<file path="src/assert_macros.svh">
// Assertion helpers shared by the RTL. They sample on clk and stay quiet while rst_n is low.
`ifndef ASSERT_MACROS_SVH
`define ASSERT_MACROS_SVH

// The consequent must hold in every cycle in which the antecedent holds.
`define RSS_ASSERT_IMPL(lbl, ante, cons, msg) \
  lbl: assert property (@(posedge clk) disable iff (!rst_n) (ante) |-> (cons)) else $error(msg);

// The condition must never be true.
`define RSS_ASSERT_NEVER(lbl, cond, msg) \
  lbl: assert property (@(posedge clk) disable iff (!rst_n) !(cond)) else $error(msg);

`endif

</file>
<file path="src/rss_sqrt_cell.sv">
module rss_sqrt_cell #(
  parameter int W   = 58,
  parameter int RW  = 29,
  parameter int BIT = 0,
  parameter int PW  = 1
) (
  input  logic          clk,
  input  logic          rst_n,
  input  logic          valid_i,
  input  logic [W-1:0]  rem_i,
  input  logic [RW-1:0] root_i,
  input  logic [PW-1:0] pay_i,
  output logic          valid_o,
  output logic [W-1:0]  rem_o,
  output logic [RW-1:0] root_o,
  output logic [PW-1:0] pay_o
);

  logic [W:0]    trial;
  logic          take;
  logic [W-1:0]  rem_nxt;
  logic [RW-1:0] root_nxt;

  logic          valid_r;
  logic [W-1:0]  rem_r;
  logic [RW-1:0] root_r;
  logic [PW-1:0] pay_r;

  // The remainder holds radicand minus root squared. Setting this bit of the root
  // costs 2*root*2^BIT + 2^(2*BIT), and the root has no bits at or below BIT yet.
  always_comb begin
    trial    = ((W+1)'(root_i) << (BIT + 1)) | ((W+1)'(1) << (2 * BIT));
    take     = {1'b0, rem_i} >= trial;
    rem_nxt  = take ? W'({1'b0, rem_i} - trial) : rem_i;
    root_nxt = take ? (root_i | (RW'(1) << BIT)) : root_i;
  end

  always_ff @(posedge clk) begin
    if (!rst_n) begin
      valid_r <= 1'b0;
    end else begin
      valid_r <= valid_i;
    end
  end

  always_ff @(posedge clk) begin
    rem_r  <= rem_nxt;
    root_r <= root_nxt;
    pay_r  <= pay_i;
  end

  assign valid_o = valid_r;
  assign rem_o   = rem_r;
  assign root_o  = root_r;
  assign pay_o   = pay_r;

endmodule

</file>
<file path="config.mk">
export PLATFORM = sky130hd
export DESIGN_NAME = rss_sqrt_cell
export DESIGN_NICKNAME = d
export VERILOG_FILES = /design/src/assert_macros.svh /design/src/rss_sqrt_cell.sv
export SDC_FILE = /design/constraint.sdc
export NUM_CORES = 1
export LEC_CHECK = 0
export BUFFER_PORTS_ARGS = -buffer_cell sky130_fd_sc_hd__buf_4
export CAP_MARGIN = 20
export CORE_AREA = 2 2 106 108
export CTS_CLUSTER_DIAMETER = 80
export DETAILED_ROUTE_END_ITERATION = 7
export DIE_AREA = 0 0 108 110
export PLACE_DENSITY_LB_ADDON = 0.3
export RECOVER_POWER = 100
export SLEW_MARGIN = 20
export SYNTH_ARGS = -nofsm -noshare
export SYNTH_HDL_FRONTEND = slang
export SYNTH_SLANG_ARGS = --single-unit
</file>
<file path="constraint.sdc">
create_clock -name clk -period 6.14 [get_ports clk]
set_clock_uncertainty 0.15 [all_clocks]
set_input_delay 1.535 -clock clk [delete_from_list [all_inputs] [get_ports clk]]
set_output_delay 1.535 -clock clk [all_outputs]
set_load 0.01 [all_outputs]
</file>
==> impl_metrics.tcl <==
set metrics [dict create \
    crit_required_ns 6.25 \
    chipWidth_um 108 \
    place_area_um2 6178 \
    timing.final.crit_share 0.7572 \
    htree_levels 3 \
    area_growth_pct 27.10 \
    arrival_ns 4.76 \
    netlist_area_um2 4761 \
    gp_congestion 0.8959 \
    grt_pass1_wl_um 21180 \
    path_depth 10 \
    initial_core_util 0.4450 \
    post_cts_buffers 0 \
    drv_cap 0 \
    hold_viol_final 0 \
    syn_inst 560 \
    crit_buf_inv 3 \
    clock-sinks 89 \
    dieArea_um2 11880 \
    drv_slew 0 \
    dr.pass1.iters 5 \
    ctsResizeCount 0 \
    drc_errors 0 \
    setup_viol 0 \
    slowest_delay_ns 0.72 \
    cts_buffers 9 \
    viasPerCell 5.283 \
    cp_slowest_cell "a211o_1" \
    synth_area_leaders "dfxtp_1 37%, ha_1 7.9%, xnor2_1 6.6%" \
    row_count 38 \
    final_area_um2 6051 \
    ir_drop_uv 139.1 \
    drtIter0Drc 169 \
    coreArea_um2 10700 \
    io_buffer_count 179 \
    grt_max_degree 36 \
    wl_per_cell_um 15.31 \
    synth_seq_cells 89 \
    min_path_type "input port to flip-flop" \
    via_count 4596 \
    relSlewSlack 0.4792 \
    cp_top_family "compound AO/OA/AOI/OAI gates" \
    yosysSeqAreaShare 0.3742 \
    status "finished clean" \
    drive_above_1_share 0.1548 \
    path_class "input port to flip-flop" \
    endpoint_kind "flip-flop" \
    ys.warnings.count 0 \
    syn_nets 682 \
    cts_root_buffer "clkbuf_8" \
    cts_tree "done" \
    post-route-min-period_ns 4.649 \
    hold_buffers 0 \
    ant_nets 0 \
    clk_path_buf_depth 2 \
    setup_tns_ns 0 \
    ios 180 \
    cp-start-kind "input port" \
    grt_pass1_vias 4572 \
    max_freq_ghz 0.2151 \
    synth.top_cell.area_share 0.3742 \
    layout_common_cells "94 x clkbuf_1, 89 x dfxtp_1, 60 x buf_4" \
    synth_ff_type "dfxtp_1" \
    rsz0062_at_grt "false" \
    track_usage 0.2264 \
    worstMarginPinSlew_ns 0.7812 \
    crit_chain "clkbuf_1 > inv_1 > fa_1 > nand2b_1 > a21oi_1 > nor2_1 > o211ai_1 > a211o_1 > buf_4 > mux2_2" \
    layout_commonest_cell "clkbuf_1" \
    grt_overflow 0 \
    wl_um 13320 \
    avgSynthCellArea_um2 8.501 \
    cp_max_fo 35 \
    critPathCapture "rem_o[8]" \
    p_per_area_nw_per_um2 253.3 \
    synth.distinct_cells 55 \
    synth_async_sr_flop_share 0 \
    hpwl_um 10720 \
    antenna_found_initial 0 \
    yosysTopAreaCell "dfxtp_1" \
    leakage_nw 2.637 \
    n_antenna_cell 0 \
    startpoint "rem_i[1]" \
    synth-edff-count 0 \
    clk_pin_slew_ns 0.09 \
    nNetsFinal 849 \
    die_y_um 110 \
]
-- registers in the layout, indices dropped and copies added, names as in the netlist --
signal / flops
pay_o: 1
rem_o: 58
root_o: 29
valid_o: 1
-- cells by family (layout without fill, tap and decap cells) --
group / count (synthesis) / count (layout) / synth area share
AND/OR/NAND/NOR: 196 / 196 / 0.2113
XOR/XNOR: 54 / 54 / 0.09934
flip-flops: 89 / 89 / 0.3742
multiplexers: 7 / 7 / 0.01656
AO/OA/AOI/OAI: 120 / 120 / 0.1616
buffers and inverters: 63 / 233 / 0.05388
adder cells (fa/ha/maj): 31 / 31 / 0.08305
-- Yosys cell counts, types with 3 or more instances --
cell type	number
a211oi_1	4
a21boi_0	3
a21o_1	12
a21oi_1	49
a221o_1	3
a31oi_1	6
and2_1	5
and3_1	9
and4_1	6
buf_2	4
clkbuf_1	18
dfxtp_1	89
ha_1	30
inv_1	39
mux2_2	7
nand2_1	34
nand2b_1	8
nand3_1	21
nand4_1	15
nor2_1	51
nor2b_1	4
nor3_1	18
nor4_1	7
o21ai_0	18
o21bai_1	6
or3_1	7
xnor2_1	36
xor2_1	18
-- power by group --
group / leakage (nW) / switching (mW) / internal (mW)
combinational: 1.77 / 0.223 / 0.169
sequential: 0.751 / 0.0171 / 0.643
clock: 0.115 / 0.203 / 0.277
total: 2.64 / 0.443 / 1.09
-- stage by stage --
step | hold WS [ns] | total power [mW] | util | cells | worst slack, ns
2_1_floorplan | 1.413 | 0.9121 | - | 560 | 2.259
3_3_place_gp | 1.492 | 1.114 | 0.5775 | 856 | 1.520
3_5_place_dp | 1.496 | 1.119 | 0.5775 | 856 | 1.440
4_1_cts | 1.114 | 1.598 | 0.5992 | 870 | 1.802
5_1_grt | 1.127 | 1.613 | 0.5656 | 870 | 1.250
6_report | 1.147 | 1.532 | 0.5656 | 870 | 1.491
-- layout make-up --
class,instances,area [um^2]
clock inverters,3,90.09
fillers,1083,4647
flip-flops and latches,89,1782
well taps,140,175.2
inverters,39,146.4
clock buffers,11,141.4
repair buffers,180,1002
multi-input cells,408,2714
-- layer usage --
layer  GRT usage  vias up  wire length (um)
met5           0        -                 0
met2      0.3967      146              6601
met3     0.04938       24               713
met4     0.08974        0               290
met1      0.2708     2121              5719
li1            -     2305                 -
-- worst min path at each step --
stage               startpoint        end  slack [ns]  cells after the start
global route         root_i[6]  root_o[6]        1.13                      1
CTS                  root_i[5]  root_o[5]        1.11                      1
detailed placement       pay_i      pay_o        1.50                      1
global placement         pay_i      pay_o        1.49                      1
finish                   pay_i      pay_o        1.15                      1
floorplan                pay_i      pay_o        1.41                      0
(Power assumes the default switching activity.)
