<file path="src/assert_macros.svh">
// Assertion helpers shared by the RTL. They sample on clk and stay quiet while rst_n is low.
`ifndef ASSERT_MACROS_SVH
`define ASSERT_MACROS_SVH

// The consequent must hold in every cycle in which the antecedent holds.
`define RSS_ASSERT_IMPL(lbl, ante, cons, msg) \
  lbl: assert property (@(posedge clk) disable iff (!rst_n) (ante) |-> (cons)) else $error(msg);

// The condition must never be true.
`define RSS_ASSERT_NEVER(lbl, cond, msg) \
  lbl: assert property (@(posedge clk) disable iff (!rst_n) !(cond)) else $error(msg);

`endif

</file>
<file path="src/rss_pkg.sv">
package rss_pkg;

  // Output color format: unsigned fixed point with twelve fraction bits.
  localparam int OUT_FRAC = 12;
  localparam int ONE      = 1 << OUT_FRAC;

  // Sky target colors (0.5, 0.7 and 1.0).
  localparam logic [12:0] SKY_R = 13'd2048;
  localparam logic [12:0] SKY_G = 13'd2867;
  localparam logic [12:0] SKY_B = 13'd4096;

  // Discriminant square root: 67-bit radicand, 34-bit root.
  localparam int DISC_W  = 67;
  localparam int DROOT_W = 34;

  // Vector length square root: 58-bit radicand, 29-bit root.
  localparam int LEN_W   = 58;
  localparam int LROOT_W = 29;

  // Normal components after scaling, dividend and quotient of the divider row.
  localparam int M_W   = 28;
  localparam int NUM_W = 41;
  localparam int Q_W   = 13;
  localparam int LANES = 3;

  // Sphere register indexes on the configuration port.
  typedef enum logic [2:0] {
    CFG_CX  = 3'd0,
    CFG_CY  = 3'd1,
    CFG_CZ  = 3'd2,
    CFG_RAD = 3'd3
  } cfg_reg_t;

endpackage

</file>
<file path="src/rss_div_cell.sv">
module rss_div_cell import rss_pkg::*; #(
  parameter int BIT = 0,
  parameter int PW  = 1
) (
  input  logic                          clk,
  input  logic                          rst_n,
  input  logic                          valid_i,
  input  logic [LANES-1:0][NUM_W-1:0]   rem_i,
  input  logic [LANES-1:0][Q_W-1:0]     q_i,
  input  logic [LROOT_W-1:0]            len_i,
  input  logic [PW-1:0]                 pay_i,
  output logic                          valid_o,
  output logic [LANES-1:0][NUM_W-1:0]   rem_o,
  output logic [LANES-1:0][Q_W-1:0]     q_o,
  output logic [LROOT_W-1:0]            len_o,
  output logic [PW-1:0]                 pay_o
);

  logic [NUM_W-1:0]                trial;
  logic [LANES-1:0][NUM_W-1:0]     rem_nxt;
  logic [LANES-1:0][Q_W-1:0]       q_nxt;

  logic                            valid_r;
  logic [LANES-1:0][NUM_W-1:0]     rem_r;
  logic [LANES-1:0][Q_W-1:0]       q_r;
  logic [LROOT_W-1:0]              len_r;
  logic [PW-1:0]                   pay_r;

  // All lanes share one divisor; each lane decides one quotient bit.
  always_comb begin
    trial = NUM_W'(len_i) << BIT;
    for (int l = 0; l < LANES; l++) begin
      if (rem_i[l] >= trial) begin
        rem_nxt[l] = rem_i[l] - trial;
        q_nxt[l]   = q_i[l] | (Q_W'(1) << BIT);
      end else begin
        rem_nxt[l] = rem_i[l];
        q_nxt[l]   = q_i[l];
      end
    end
  end

  always_ff @(posedge clk) begin
    if (!rst_n) begin
      valid_r <= 1'b0;
    end else begin
      valid_r <= valid_i;
    end
  end

  always_ff @(posedge clk) begin
    rem_r <= rem_nxt;
    q_r   <= q_nxt;
    len_r <= len_i;
    pay_r <= pay_i;
  end

  assign valid_o = valid_r;
  assign rem_o   = rem_r;
  assign q_o     = q_r;
  assign len_o   = len_r;
  assign pay_o   = pay_r;

endmodule

</file>
<file path="config.mk">
export PLATFORM = sky130hd
export DESIGN_NAME = rss_div_cell
export DESIGN_NICKNAME = d
export VERILOG_FILES = /design/src/assert_macros.svh /design/src/rss_pkg.sv /design/src/rss_div_cell.sv
export SDC_FILE = /design/constraint.sdc
export NUM_CORES = 1
export LEC_CHECK = 0
export BUFFER_PORTS_ARGS = -buffer_cell sky130_fd_sc_hd__buf_2
export CAP_MARGIN = 10
export CORE_ASPECT_RATIO = 1.5
export CORE_UTILIZATION = 45
export CTS_CLUSTER_DIAMETER = 80
export DETAILED_ROUTE_END_ITERATION = 10
export GPL_TIMING_DRIVEN = 0
export PLACE_DENSITY = 0.77
export SKIP_LAST_GASP = 1
export SYNTH_ARGS = -nofsm -noshare
export SYNTH_HDL_FRONTEND = slang
export SYNTH_SLANG_ARGS = --single-unit
</file>
<file path="constraint.sdc">
create_clock -name clk -period 3.2 [get_ports clk]
set_input_delay 0.64 -clock clk [delete_from_list [all_inputs] [get_ports clk]]
set_output_delay 0.64 -clock clk [all_outputs]
set_load 0.02 [all_outputs]
</file>
==> flow_summary.yaml <==
global_route:
  grt_max_degree: 19
  grt_pass1_wl_um: 54490
  grt_pass1_vias: 10390
  grt_use_total_pct: 30.02
  antenna_found_initial: 6
  grt_remaining_overflow: 0
sta:
  slew_headroom_pct: 60.23
  finalCriticalPeriod_ns: 3.148
  max_freq_mhz: 317.7
  setup_violations: 0
  tightest_slew_ns: 0.5902
  drv_slew: 0
  setup_tns_ns: 0
  fin_crit_sh_pct: 98.36
  final-hold-violation-count: 0
  rsz0062_at_grt: "yes"
floorplanning:
  rows: 68
  fp.dieW_um: 126.6
  core_area_um2: 22970
  initial_utilization_pct: 45.63
  die_height_um: 188.9
  io_pins: 388
  die_area_um2: 23920
power_and_ir_drop:
  p_per_area_nw_per_um2: 530.2
  ir_drop_mv: 0.3747
  power.total_uw: 7281
  leakage_uw: 0.006450
hold_path:
  hold_path.class: "primary input to flip-flop"
synthesis:
  synth_seq_cells: 193
  ys_types: 76
  postSynthCellCount: 1208
  avgSynthCellArea_um2: 8.678
  ys_seq_area_share_pct: 36.86
  netlist_area_um2: 10480
  synth_edf_count: 0
  ys_warn_count: 0
  async_flop_share_pct: 0
  syn_nets: 1493
  synthFlopType: "dfxtp_1"
run_status:
  status: "finished, final reports clean"
route:
  viasPerCell: 5.540
  vias: 10600
  drt-total-wl_um: 36530
  postRouteAntennaNets: 0
  drtPass1Iterations: 4
  wl_per_cell_um: 19.09
  drcViolationCount: 0
  drt_iter0_markers: 476
placed_design:
  gp_congestion: 0.9428
  dp_hpwl_um: 29450
  io_buffers: 386
clock_tree:
  cts.sinks: 193
  clk_pin_slew_ns: 0.08
  ctsHoldBuffers: 0
  numCtsBuffers: 17
  cts_tree: "built"
  clock_path_buffers: 2
  clk_root_buffer_cell: "clkbuf_16"
  h-tree-depth: 4
critical_path:
  worstPathMaxFanout: 5
  start_kind: "primary input"
  cp.arrival_ns: 3.48
  endpoint_kind: "flip-flop"
  criticalPathCategory: "primary input to flip-flop"
  required_ns: 3.53
finish:
  drive_above_1_share_pct: 31.54
  nets: 1905
  area_delta_synth_final_pct: 31.02
job:
  max_cap_viol_count: 0
synthesized netlist by cell type (all sizes together) (12+ instances only):
master,number,area share [%]
a21o,43,3.1
a21oi,122,5.8
and3,14,0.84
buf,12,0.55
clkbuf,19,0.68
dfxtp,193,37
ha,87,10
inv,55,2.0
nand2,117,4.2
nand2b,13,0.78
nand3,18,0.91
nand4,16,0.95
nor2,73,2.6
nor3,26,1.3
o21a,17,1.2
o21ai,97,4.6
o21bai,16,1.1
xnor2,68,5.7
xor2,44,3.7
final timing paths:
| path | slack, ns | end | cells past startpoint | start |
|---|---|---|---|---|
| worst max-delay path | 0.05 | rem_o[72] | 12 | len_i[3] |
| worst min-delay path | 0.29 | pay_o | 1 | pay_i |
worst max-delay path, stage by stage:
cell,delay (ns)
buf_2,0.11
clkinvlp_4,0.21
ha_1,0.44
and3_1,0.27
a221oi_4,0.11
a2111oi_0,0.56
o21ai_0,0.20
a21oi_1,0.26
and3b_1,0.25
a21oi_1,0.10
and3_1,0.20
xor2_1,0.13
state kept, by name, summed over array words and instances (netlist names):
signal / count
len_o: 29
valid_o: 1
pay_o: 1
rem_o: 123
q_o: 39
per-layer routing:
layer | wire length [µm] | up-vias | track usage, % | part of all wire, %
met2 | 18360 | 483 | 54.40 | 50
li1 | - | 5149 | - | -
met1 | 13020 | 4831 | 30.24 | 36
met4 | 2557 | 8 | 21.78 | 7.0
met3 | 2541 | 133 | 6.301 | 7.0
met5 | 58 | - | 0 | 0.16
cells by family after synthesis:
logic type / share of synthesized area [%]
simple gates: 16.84
fa+ha+maj: 10.96
compound gates: 21.51
buf+inv: 3.199
xor+xnor: 9.358
mux: 1.277
flops: 36.86
cell usage in the layout, fill, tap and decap left out, types with 9 or more instances in the layout:
cell type,instances
buf_2,388
nor2_1,72
mux2_2,11
buf_4,18
xor2_1,44
o21ai_0,95
nand2_1,117
dfxtp_1,193
xnor2_1,68
o21bai_1,16
and2_1,9
nor2b_1,11
a31oi_1,9
nand3_1,17
clkbuf_16,17
and3_1,14
ha_1,79
o21a_1,16
a21oi_1,120
nor3_1,22
inv_1,50
nand4_1,16
a21o_1,43
nand2b_1,13
layout make-up:
cell class	instances	area, µm²
fillers	2078	9238
multi-input cells	930	6533
flip-flops and latches	193	3864
repair buffers	397	2024
clock buffers	19	452.9
well taps	280	350.3
inverters	55	217.7
plain buffers	26	150.1
clock inverters	13	140.1
diodes	1	2.502
report_power, final:
| group | leakage, µW | internal (µW) | switching [µW] | total, µW |
|---|---|---|---|---|
| logic | 0.00454 | 868 | 1430 | 2290 |
| clock network | 0.000287 | 1150 | 1020 | 2170 |
| registers | 0.00163 | 2730 | 89.3 | 2820 |
what timing repair did:
action / in CTS / in global routing
resized for setup: 28 / 46
setup endpoints to repair: 116 / 105
buffers inserted: 7 / 4
pin swaps: 1 / 8
cloned: 0 / 1
through the flow:
stage	hold WS [ns]	std cells	util [%]	setup WS, ns	area [µm²]
floorplan	0.6677	1208	-	0.06455	10480
global placement	0.7419	1874	55.57	-1.094	12760
detailed placement	0.7437	1874	55.57	-1.106	12760
CTS	0.2765	1910	58.76	-0.02500	13500
global route	0.2725	1914	59.79	-0.04315	13730
finish	0.2934	1914	59.79	0.05242	13730
No activity file was read; power rests on OpenSTA's default activity.
